--- src/rtl/core/cdt_pkg.sv ---
// Shared widths, calendar constants and the sideband type for the date-to-ticks pipeline.
// Used by cdt_tick_mul and civil_datetime_to_ticks; depends on nothing else.
`timescale 1ns / 1ps

package cdt_pkg;

   // Field and result widths.
   localparam int YEAR_W   = 14;
   localparam int MONTH_W  = 4;
   localparam int DAY_IN_W = 5;
   localparam int HOUR_W   = 5;
   localparam int MINUTE_W = 6;
   localparam int SECOND_W = 6;
   localparam int MILLI_W  = 10;
   localparam int DAY_W    = 22;
   localparam int WDAY_W   = 3;
   localparam int TICK_W   = 62;

   // Internal widths: time of day in ms, total ms, and the split of ms for the tick multiply.
   localparam int TOD_W    = 27;
   localparam int MS_W     = 49;
   localparam int MS_LO_W  = 25;
   localparam int MS_HI_W  = MS_W - MS_LO_W;
   localparam int CUM_W    = 9;
   localparam int Q100_W   = 8;
   localparam int YPROD_W  = 25;
   localparam int WPROD_W  = 42;
   localparam int Q7_W     = 20;
   localparam int REM7_W   = 4;
   localparam int SUM_W    = 64;

   // Range limits.
   localparam logic [YEAR_W-1:0]   YEAR_MAX   = 14'd9999;
   localparam logic [MONTH_W-1:0]  MONTH_MAX  = 4'd12;
   localparam logic [MONTH_W-1:0]  FEB        = 4'd2;
   localparam logic [DAY_IN_W-1:0] LEAP_FEB_LEN = 5'd29;
   localparam logic [HOUR_W-1:0]   HOUR_MAX   = 5'd23;
   localparam logic [MINUTE_W-1:0] MINUTE_MAX = 6'd59;
   localparam logic [SECOND_W-1:0] SECOND_MAX = 6'd59;
   localparam logic [MILLI_W-1:0]  MILLI_MAX  = 10'd999;

   // Calendar and time scale constants.
   localparam logic [6:0]  YEARS_PER_CENTURY = 7'd100;
   localparam logic [8:0]  DAYS_PER_YEAR     = 9'd365;
   localparam logic [2:0]  DAYS_PER_WEEK     = 3'd7;
   localparam logic [26:0] MS_PER_DAY        = 27'd86400000;
   localparam logic [21:0] MS_PER_HOUR       = 22'd3600000;
   localparam logic [15:0] MS_PER_MINUTE     = 16'd60000;
   localparam logic [9:0]  MS_PER_SECOND     = 10'd1000;

   // Reciprocals: floor(x / 25) = (x * 5243) >> 17 for x below 4096,
   // and (d * 599186) >> 22 undershoots d / 7 by at most one below 2^22.
   localparam logic [12:0] RECIP_25        = 13'd5243;
   localparam int          RECIP_25_SHIFT  = 17;
   localparam logic [19:0] RECIP_7         = 20'd599186;
   localparam int          RECIP_7_SHIFT   = 22;

   // Sideband that rides along with the millisecond count through the tick multiply.
   typedef struct packed {
      logic              is_valid;
      logic [DAY_W-1:0]  day_count;
      logic [WDAY_W-1:0] weekday;
   } cdt_side_type;

   // Days before the first of the given month in a common year.
   function automatic logic [CUM_W-1:0] cum_days(input logic [MONTH_W-1:0] month);
      logic [CUM_W-1:0] days;
      case (month)
         4'd1:    days = 9'd0;
         4'd2:    days = 9'd31;
         4'd3:    days = 9'd59;
         4'd4:    days = 9'd90;
         4'd5:    days = 9'd120;
         4'd6:    days = 9'd151;
         4'd7:    days = 9'd181;
         4'd8:    days = 9'd212;
         4'd9:    days = 9'd243;
         4'd10:   days = 9'd273;
         4'd11:   days = 9'd304;
         4'd12:   days = 9'd334;
         default: days = 9'd0;
      endcase
      return days;
   endfunction

   // Length of the given month in a common year; zero for a month number that means nothing.
   function automatic logic [DAY_IN_W-1:0] month_len(input logic [MONTH_W-1:0] month);
      logic [DAY_IN_W-1:0] len;
      case (month)
         4'd1:    len = 5'd31;
         4'd2:    len = 5'd28;
         4'd3:    len = 5'd31;
         4'd4:    len = 5'd30;
         4'd5:    len = 5'd31;
         4'd6:    len = 5'd30;
         4'd7:    len = 5'd31;
         4'd8:    len = 5'd31;
         4'd9:    len = 5'd30;
         4'd10:   len = 5'd31;
         4'd11:   len = 5'd30;
         4'd12:   len = 5'd31;
         default: len = 5'd0;
      endcase
      return len;
   endfunction

endpackage

--- src/rtl/core/civil_datetime_to_ticks.sv ---
// Top level: checks a Gregorian date and time of day and converts it to day and tick counts.
// Depends on cdt_pkg and instantiates cdt_tick_mul.
`timescale 1ns / 1ps

// The block takes one item in every clock cycle: busy is high only during and just after
// reset, so an item is taken at every edge where start is high and busy is low. Each result
// appears on the rsp_ ports for exactly one cycle, marked by rsp_strobe, and results come
// out in the order their items went in. The six-stage pipeline holds the range checks and
// century reciprocal, the leap rule and month check, the day sum, the day to millisecond and
// weekday reciprocal products, and the two-part multiply by TICKS_PER_MS, whose first part
// also takes the final add with the weekday correction. The receiver cannot stall the block.
// An item with any field out of range gives rsp_is_valid low and zero counts and weekday.
module civil_datetime_to_ticks #(
   parameter int TICKS_PER_MS = 10000
) (
   input  logic                         clock,
   input  logic                         reset,
   input  logic                         start,
   output logic                         busy,
   input  logic [cdt_pkg::YEAR_W-1:0]   req_year_in,
   input  logic [cdt_pkg::MONTH_W-1:0]  req_month_in,
   input  logic [cdt_pkg::DAY_IN_W-1:0] req_day_in,
   input  logic [cdt_pkg::HOUR_W-1:0]   req_hour_in,
   input  logic [cdt_pkg::MINUTE_W-1:0] req_minute_in,
   input  logic [cdt_pkg::SECOND_W-1:0] req_second_in,
   input  logic [cdt_pkg::MILLI_W-1:0]  req_milli_in,
   output logic                         rsp_strobe,
   output logic                         rsp_is_valid,
   output logic [cdt_pkg::TICK_W-1:0]   rsp_tick_count,
   output logic [cdt_pkg::DAY_W-1:0]    rsp_day_count,
   output logic [cdt_pkg::WDAY_W-1:0]   rsp_weekday
);

   localparam int LATENCY = 6;

   logic busy_ff;
   logic accept;

   // Stage 1 signals.
   logic                          range_ok_in;
   logic [cdt_pkg::YPROD_W-1:0]   yprod_in;
   logic [cdt_pkg::TOD_W-1:0]     tod_in;
   logic                          v1_ff, rok1_ff;
   logic [cdt_pkg::YEAR_W-1:0]    year1_ff;
   logic [cdt_pkg::MONTH_W-1:0]   month1_ff;
   logic [cdt_pkg::DAY_IN_W-1:0]  day1_ff;
   logic [cdt_pkg::YPROD_W-1:0]   yprod1_ff;
   logic [cdt_pkg::TOD_W-1:0]     tod1_ff;

   // Stage 2 signals.
   logic [cdt_pkg::Q100_W-1:0]    q100;
   logic [cdt_pkg::YEAR_W-1:0]    cent_base;
   logic                          is_cent, leap;
   logic [cdt_pkg::DAY_IN_W-1:0]  mlen;
   logic                          ok2_in, adj2_in;
   logic [cdt_pkg::YEAR_W-1:0]    yb2_in;
   logic [cdt_pkg::Q100_W-1:0]    qyb2_in;
   logic                          v2_ff, ok2_ff, adj2_ff;
   logic [cdt_pkg::YEAR_W-1:0]    yb2_ff;
   logic [cdt_pkg::Q100_W-1:0]    qyb2_ff;
   logic [cdt_pkg::MONTH_W-1:0]   month2_ff;
   logic [cdt_pkg::DAY_IN_W-1:0]  day2_ff;
   logic [cdt_pkg::TOD_W-1:0]     tod2_ff;

   // Stage 3 signals.
   logic [cdt_pkg::DAY_W-1:0]     days3_in;
   logic                          v3_ff, ok3_ff;
   logic [cdt_pkg::DAY_W-1:0]     days3_ff;
   logic [cdt_pkg::TOD_W-1:0]     tod3_ff;

   // Stage 4 signals.
   logic [cdt_pkg::MS_W-1:0]      dms4_in;
   logic [cdt_pkg::WPROD_W-1:0]   wprod4_in;
   logic                          v4_ff, ok4_ff;
   logic [cdt_pkg::DAY_W-1:0]     days4_ff;
   logic [cdt_pkg::TOD_W-1:0]     tod4_ff;
   logic [cdt_pkg::MS_W-1:0]      dms4_ff;
   logic [cdt_pkg::WPROD_W-1:0]   wprod4_ff;

   // Stage 5 inputs to the tick multiplier.
   logic [cdt_pkg::MS_W-1:0]      ms_sum;
   logic [cdt_pkg::Q7_W-1:0]      q7;
   logic [cdt_pkg::REM7_W-1:0]    rem7;
   logic [cdt_pkg::WDAY_W-1:0]    wday;
   logic [cdt_pkg::MS_W-1:0]      ms5_in;
   cdt_pkg::cdt_side_type         side5_in;
   cdt_pkg::cdt_side_type         side_out;

   // Busy is held only through reset and the cycle after it.
   always_ff @(posedge clock) begin
      busy_ff <= reset;
   end

   assign busy   = busy_ff;
   assign accept = start && !busy_ff;

   // Stage 1: plain range checks, the century reciprocal product and the time of day in ms.
   assign range_ok_in = (req_year_in != '0) && (req_year_in <= cdt_pkg::YEAR_MAX)
                     && (req_month_in != '0) && (req_month_in <= cdt_pkg::MONTH_MAX)
                     && (req_day_in != '0) && (req_hour_in <= cdt_pkg::HOUR_MAX)
                     && (req_minute_in <= cdt_pkg::MINUTE_MAX)
                     && (req_second_in <= cdt_pkg::SECOND_MAX)
                     && (req_milli_in <= cdt_pkg::MILLI_MAX);

   assign yprod_in = cdt_pkg::YPROD_W'(req_year_in[cdt_pkg::YEAR_W-1:2])
                   * cdt_pkg::YPROD_W'(cdt_pkg::RECIP_25);

   assign tod_in = cdt_pkg::TOD_W'(req_hour_in) * cdt_pkg::TOD_W'(cdt_pkg::MS_PER_HOUR)
                 + cdt_pkg::TOD_W'(req_minute_in) * cdt_pkg::TOD_W'(cdt_pkg::MS_PER_MINUTE)
                 + cdt_pkg::TOD_W'(req_second_in) * cdt_pkg::TOD_W'(cdt_pkg::MS_PER_SECOND)
                 + cdt_pkg::TOD_W'(req_milli_in);

   // Stage 2: leap year rule, month length check and the per-year terms of the day count.
   // The quotient of year by 100 also gives that of year minus one, less one on a century.
   assign q100      = yprod1_ff[cdt_pkg::RECIP_25_SHIFT +: cdt_pkg::Q100_W];
   assign cent_base = cdt_pkg::YEAR_W'(q100) * cdt_pkg::YEAR_W'(cdt_pkg::YEARS_PER_CENTURY);
   assign is_cent   = (year1_ff == cent_base);
   assign leap      = (year1_ff[1:0] == 2'b00) && (!is_cent || (q100[1:0] == 2'b00));
   assign mlen      = ((month1_ff == cdt_pkg::FEB) && leap) ? cdt_pkg::LEAP_FEB_LEN
                                                            : cdt_pkg::month_len(month1_ff);
   assign ok2_in    = rok1_ff && (day1_ff <= mlen);
   assign adj2_in   = leap && (month1_ff > cdt_pkg::FEB);
   assign yb2_in    = year1_ff - cdt_pkg::YEAR_W'(1);
   assign qyb2_in   = q100 - cdt_pkg::Q100_W'(is_cent);

   // Stage 3: days since the epoch from the year, leap corrections, month table and day.
   assign days3_in = cdt_pkg::DAY_W'(yb2_ff) * cdt_pkg::DAY_W'(cdt_pkg::DAYS_PER_YEAR)
                   + cdt_pkg::DAY_W'(yb2_ff[cdt_pkg::YEAR_W-1:2])
                   - cdt_pkg::DAY_W'(qyb2_ff)
                   + cdt_pkg::DAY_W'(qyb2_ff[cdt_pkg::Q100_W-1:2])
                   + cdt_pkg::DAY_W'(cdt_pkg::cum_days(month2_ff))
                   + cdt_pkg::DAY_W'(day2_ff)
                   + cdt_pkg::DAY_W'(adj2_ff)
                   - cdt_pkg::DAY_W'(1);

   // Stage 4: days scaled to ms, and the reciprocal product for the weekday.
   assign dms4_in   = cdt_pkg::MS_W'(days3_ff) * cdt_pkg::MS_W'(cdt_pkg::MS_PER_DAY);
   assign wprod4_in = cdt_pkg::WPROD_W'(days3_ff) * cdt_pkg::WPROD_W'(cdt_pkg::RECIP_7);

   // Stage 5: total ms, weekday from the quotient with one correction step, and zeroing
   // of every count for an out-of-range item.
   assign ms_sum = dms4_ff + cdt_pkg::MS_W'(tod4_ff);
   assign q7     = wprod4_ff[cdt_pkg::RECIP_7_SHIFT +: cdt_pkg::Q7_W];
   assign rem7   = cdt_pkg::REM7_W'(days4_ff
                 - cdt_pkg::DAY_W'(q7) * cdt_pkg::DAY_W'(cdt_pkg::DAYS_PER_WEEK));
   assign wday   = (rem7 >= cdt_pkg::REM7_W'(cdt_pkg::DAYS_PER_WEEK))
                 ? cdt_pkg::WDAY_W'(rem7 - cdt_pkg::REM7_W'(cdt_pkg::DAYS_PER_WEEK))
                 : cdt_pkg::WDAY_W'(rem7);

   assign ms5_in             = ok4_ff ? ms_sum : '0;
   assign side5_in.is_valid  = ok4_ff;
   assign side5_in.day_count = ok4_ff ? days4_ff : '0;
   assign side5_in.weekday   = ok4_ff ? wday : '0;

   // Valid bits of the pipeline.
   always_ff @(posedge clock) begin
      if (reset) begin
         v1_ff <= 1'b0;
         v2_ff <= 1'b0;
         v3_ff <= 1'b0;
         v4_ff <= 1'b0;
      end else begin
         v1_ff <= accept;
         v2_ff <= v1_ff;
         v3_ff <= v2_ff;
         v4_ff <= v3_ff;
      end
   end

   // Payload registers of the pipeline.
   always_ff @(posedge clock) begin
      rok1_ff   <= range_ok_in;
      year1_ff  <= req_year_in;
      month1_ff <= req_month_in;
      day1_ff   <= req_day_in;
      yprod1_ff <= yprod_in;
      tod1_ff   <= tod_in;

      ok2_ff    <= ok2_in;
      adj2_ff   <= adj2_in;
      yb2_ff    <= yb2_in;
      qyb2_ff   <= qyb2_in;
      month2_ff <= month1_ff;
      day2_ff   <= day1_ff;
      tod2_ff   <= tod1_ff;

      ok3_ff    <= ok2_ff;
      days3_ff  <= days3_in;
      tod3_ff   <= tod2_ff;

      ok4_ff    <= ok3_ff;
      days4_ff  <= days3_ff;
      tod4_ff   <= tod3_ff;
      dms4_ff   <= dms4_in;
      wprod4_ff <= wprod4_in;
   end

   // Last two stages: ms times the tick rate.
   cdt_tick_mul #(
      .TICKS_PER_MS(TICKS_PER_MS)
   ) u_tick_mul (
      .clock     (clock),
      .reset     (reset),
      .in_valid  (v4_ff),
      .in_ms     (ms5_in),
      .in_side   (side5_in),
      .out_valid (rsp_strobe),
      .out_tick  (rsp_tick_count),
      .out_side  (side_out)
   );

   assign rsp_is_valid  = side_out.is_valid;
   assign rsp_day_count = side_out.day_count;
   assign rsp_weekday   = side_out.weekday;

   // Every item taken gives a result after the pipeline latency.
   a_latency: assert property (@(posedge clock) disable iff (reset)
      start && !busy |-> ##LATENCY rsp_strobe)
      else $error("item taken but no result after the pipeline latency");

   // No result appears without an item taken one pipeline latency earlier.
   a_no_invented: assert property (@(posedge clock) disable iff (reset)
      rsp_strobe |-> $past(start && !busy, LATENCY))
      else $error("result without a matching item");

   // An out-of-range item gives zero counts and weekday.
   a_invalid_zero: assert property (@(posedge clock) disable iff (reset)
      rsp_strobe && !rsp_is_valid |-> (rsp_tick_count == '0) && (rsp_day_count == '0)
                                      && (rsp_weekday == '0))
      else $error("invalid item with nonzero counts");

   // The weekday correction must land below seven.
   a_weekday_range: assert property (@(posedge clock) disable iff (reset)
      rsp_strobe |-> rsp_weekday < cdt_pkg::DAYS_PER_WEEK)
      else $error("weekday out of range");

endmodule

--- src/rtl/core/cdt_tick_mul.sv ---
// Two-stage multiply of the millisecond count by the tick rate, with sideband carried along.
// Depends on cdt_pkg for widths and the sideband type.
`timescale 1ns / 1ps

module cdt_tick_mul #(
   parameter int TICKS_PER_MS = 10000
) (
   input  logic                      clock,
   input  logic                      reset,
   input  logic                      in_valid,
   input  logic [cdt_pkg::MS_W-1:0]  in_ms,
   input  cdt_pkg::cdt_side_type     in_side,
   output logic                      out_valid,
   output logic [cdt_pkg::TICK_W-1:0] out_tick,
   output cdt_pkg::cdt_side_type     out_side
);

   localparam int TPM_W = $clog2(TICKS_PER_MS + 1);
   localparam int LO_W  = cdt_pkg::MS_LO_W + TPM_W;
   localparam int HI_W  = cdt_pkg::MS_HI_W + TPM_W;

   logic [TPM_W-1:0] rate;
   logic [LO_W-1:0]  lo_in, lo_ff;
   logic [HI_W-1:0]  hi_in, hi_ff;
   logic             valid_a_ff, valid_b_ff;
   cdt_pkg::cdt_side_type side_a_ff, side_b_ff;
   logic [cdt_pkg::SUM_W-1:0]  tick_sum;
   logic [cdt_pkg::TICK_W-1:0] tick_ff;

   assign rate = TPM_W'(TICKS_PER_MS);

   // First stage: two narrow partial products of the split millisecond count.
   assign lo_in = LO_W'(in_ms[cdt_pkg::MS_LO_W-1:0]) * LO_W'(rate);
   assign hi_in = HI_W'(in_ms[cdt_pkg::MS_W-1:cdt_pkg::MS_LO_W]) * HI_W'(rate);

   // Second stage: recombine the partial products into the tick count.
   assign tick_sum = cdt_pkg::SUM_W'({hi_ff, {cdt_pkg::MS_LO_W{1'b0}}})
                   + cdt_pkg::SUM_W'(lo_ff);

   always_ff @(posedge clock) begin
      if (reset) begin
         valid_a_ff <= 1'b0;
         valid_b_ff <= 1'b0;
      end else begin
         valid_a_ff <= in_valid;
         valid_b_ff <= valid_a_ff;
      end
   end

   always_ff @(posedge clock) begin
      lo_ff     <= lo_in;
      hi_ff     <= hi_in;
      side_a_ff <= in_side;
      tick_ff   <= tick_sum[cdt_pkg::TICK_W-1:0];
      side_b_ff <= side_a_ff;
   end

   assign out_valid = valid_b_ff;
   assign out_tick  = tick_ff;
   assign out_side  = side_b_ff;

endmodule

--- config.mk ---
export PLATFORM = sky130hd
export DESIGN_NAME = civil_datetime_to_ticks
export DESIGN_NICKNAME = d
export VERILOG_FILES = /design/src/rtl/core/cdt_pkg.sv /design/src/rtl/core/civil_datetime_to_ticks.sv /design/src/rtl/core/cdt_tick_mul.sv
export SDC_FILE = /design/constraint.sdc
export NUM_CORES = 2
export LEC_CHECK = 0
export BUFFER_PORTS_ARGS = -buffer_cell sky130_fd_sc_hd__clkbuf_2
export CORE_MARGIN = 2
export CORE_UTILIZATION = 50
export DETAILED_ROUTE_END_ITERATION = 12
export PLACE_DENSITY = 0.78
export SYNTH_ARGS = -nofsm -noshare
export SYNTH_HDL_FRONTEND = slang
export SYNTH_SLANG_ARGS = --single-unit
--- constraint.sdc ---
create_clock -name clock -period 6.6 [get_ports clock]
set_input_delay 0.99 -clock clock [delete_from_list [all_inputs] [get_ports clock]]
set_output_delay 0.99 -clock clock [all_outputs]
set_load 0.03 [all_outputs]
==> impl_metrics.csv <==
group,metric,value,unit
outcome,status,"complete, but fails checks",
outcome,violations,"setup timing",
floorplanning,coreArea,0.08237,sq mm
synth,synth_top_cell_area_share,0.2437,
clock_network,path_clk_slew,0.07,ns
routing,wl_per_cell,15.30,um
place,dpl.cell_count,5493,
timing,clock.fmax,0.1431,GHz
timing,setup_violations,9,
job,drv_cap,0,
timing,period_share,1.059,
routing,via_count,28290,
layout,fillerInstances,6663,
worst_setup_path,crit_required,7.06,ns
floorplanning,floorplan.rows,105,
routing,dr.pass1.iters,5,
hold_path,hold_class,"flop to flop",
routing,drc,0,
clock_network,cts_tree,"done",
timing,period_needed,6.987,ns
clock_network,htreeDepth,2,
synth,synth_top_area_cell,"ha_1",
clock_network,clock_path_buffers,3,
routing,routed_via_density,5.048,
synth,ys_warn_count,0,
layout,post-route-util,0.5798,
layout,layout-drive-gt1-share,0.1304,
timing,finClkSkew,0.02614,ns
routing,drt_iter0_drc,1223,
clock_network,cts_buffers,46,
floorplanning,die_area,0.08582,sq mm
grt,gr-total-overflow,0,
worst_setup_path,crit_path_end_kind,"flop",
layout,final_cells,5603,
timing,hold_slack,0.3184,ns
worst_setup_path,path_class,"flop to flop",
grt,grt_pass1_vias,29280,
clock_network,clk_latency,0.60,ns
place,hpwl,71.36,mm
worst_setup_path,slowest_stage,"fa_1",
worst_setup_path,critical_path_arrival,7.45,ns
synth,syn-cell-area,0.04175,sq mm
worst_setup_path,cpMostUsedCell,"inv_1",
layout,antenna_cells,0,
synth,ys_seq_area_frac,0.2177,
timing,setup_ws,-0.3867,ns
floorplanning,io_pins,143,
place,gp_congestion,0.9242,
place,port_buffers,138,
synth,ys.flop_type,"dfxtp_1",
floorplanning,die_y,292.9,um
layout,area_growth,14.40,%
timing,rsz0062_at_grt,"yes",
worst_setup_path,cpPeakStageDelay,0.50,ns
routing,routed_wl,85.74,mm
floorplanning,initial_core_util,0.5068,
worst_setup_path,crit_buf_inv,7,
clock_network,cts-root-buf,"clkbuf_16",
grt,grt_usage,0.1987,
clock_network,cts_sinks,454,
place,dp_slack,-0.4936,ns
synth,synthTopCellsByArea,"ha_1 (24%), fa_1 (24%), dfxtp_1 (22%)",
grt,antenna_found_initial,1,
grt,grt_max_degree,56,
worst_setup_path,worst-path-max-fanout,5,
worst_setup_path,critPathTopFamily,"adder cells",
synth,ys_types,79,
floorplanning,die_w,292.9,um
synth,synthArstFlopShare,0,
worst_setup_path,cp-start-kind,"flop",
timing,hold_viol,0,
clock_network,cts_hold_buf,0,
synth,synth_seq_cells,454,
timing,slew_headroom,0.2932,
synth,avgSynthCellArea,10.14,sq um
synth,synth_edf_count,0,
synth,netlist_instances,4116,
timing,report.final.slew_viol_count,0,
routing,ant_nets,0,
layout,nets,5855,
timing,worst_slew_pin_slew,1.060,ns
grt,grt_pass1_wl,139.6,mm
==> routing by layer <==
metal / up-vias / wire (um) / GRT usage
li1: 13910 / - / -
met1: 13650 / 36690 / 0.2531
met2: 580 / 42620 / 0.3528
met3: 141 / 4171 / 0.02534
met4: 0 / 2258 / 0.05704
met5: - / 0 / 0
==> Yosys cell counts, types with 27 or more instances <==
library cell,number
a21o_1,83
a21oi_1,164
and2_1,43
and3_1,27
dfxtp_1,454
fa_1,493
ha_1,813
inv_1,959
nand2_1,108
nand2b_1,43
nand3_1,44
nor2_1,124
nor2b_1,51
nor3_1,40
o21a_1,34
o21ai_0,85
o21bai_1,32
xnor2_1,197
xor2_1,80
==> placed cells by master (no fill, tap or decap), drive strengths merged, types with 12 or more instances in the layout <==
| cell type | instances |
|---|---|
| a31oi | 14 |
| a21o | 85 |
| ha | 813 |
| clkbuf | 198 |
| a211oi | 17 |
| or3 | 12 |
| nand2 | 108 |
| xor2 | 80 |
| fa | 493 |
| inv | 963 |
| o21a | 34 |
| and3 | 27 |
| and2 | 43 |
| nor3 | 41 |
| dfxtp | 454 |
| nand3 | 44 |
| nand2b | 43 |
| nand4 | 24 |
| o21ai | 88 |
| buf | 215 |
| o21bai | 32 |
| xnor2 | 197 |
| nor2 | 125 |
| nor2b | 51 |
| a21oi | 167 |
==> worst reg2reg max path: cells and delay by family (launching register included) <==
family,cells,cell delay [ns]
DFF,1,0.33
and+or+nand+nor,5,0.97
adders and majority gates,8,2.72
buffers and inverters,7,0.71
xor gates and xnor gates,2,0.38
AOI/OAI and AO/OA,11,1.81
==> path summary, 6_finish.rpt <==
path / start / endpoint / slack [ns] / cells after the start
setup / recovery: tod4_ff[10] / u_tick_mul.hi_ff[35] / -0.39 / 33
hold / removal: tod1_ff[15] / tod2_ff[15] / 0.32 / 0
hold reg to reg: tod1_ff[15] / tod2_ff[15] / 0.32 / 0
setup reg to reg: tod4_ff[10] / u_tick_mul.hi_ff[35] / -0.39 / 33
==> layout make-up <==
type / instances / area, sq um / area share
flip-flops and latches: 454 / 9095 / 0.1904
clock buffers: 60 / 1308 / 0.02738
inverters: 959 / 3600 / 0.07537
clock inverters: 25 / 346.6 / 0.007257
repair buffers: 353 / 2323 / 0.04865
well taps: 1070 / 1339 / 0.02803
multi-input cells: 2682 / 29750 / 0.6229
==> registers in the layout, summed over array words and instances (netlist names), 13 cells and up, named ones only <==
register and count:
dms4_ff 38, tod2_ff 27, tod1_ff 27, u_tick_mul.side_a_ff 26, tod4_ff 27, u_tick_mul.hi_ff 33
tod3_ff 27, days3_ff 22, u_tick_mul.out_side 26, year1_ff 13, yb2_ff 14, u_tick_mul.lo_ff 35
days4_ff 22, u_tick_mul.out_tick 58
==> stage by stage <==
stage	setup TNS [ns]	instance area [sq um]
after floorplan	-0.02026	41910
after global routing	-5.206	47760
after global placement	-1.896	45260
final	-1.751	47760
after detailed placement	-3.997	45260
after CTS	-1.149	47090
==> cell families (layout without fill, tap and decap cells) <==
logic type	count (synthesis)	in the layout	share of synthesized area
simple gates	568	568	0.07139
mux	11	11	0.003057
flops	454	454	0.2177
fa+ha+maj	1306	1306	0.4801
compound gates	514	515	0.07997
xor+xnor	278	278	0.05866
other cells	1	4	0.00008983
buf+inv	984	1397	0.08902
==> repair_timing <==
item                       4_1_cts  5_1_grt
buffers inserted                 9       17
pin swaps                        9       63
gates cloned                     0        1
setup endpoints to repair       12       27
resized for setup               19      105
Power is left out: the tool's default activity adds up to more than one toggle a clock period on the data nets, which glitch-free logic cannot reach.
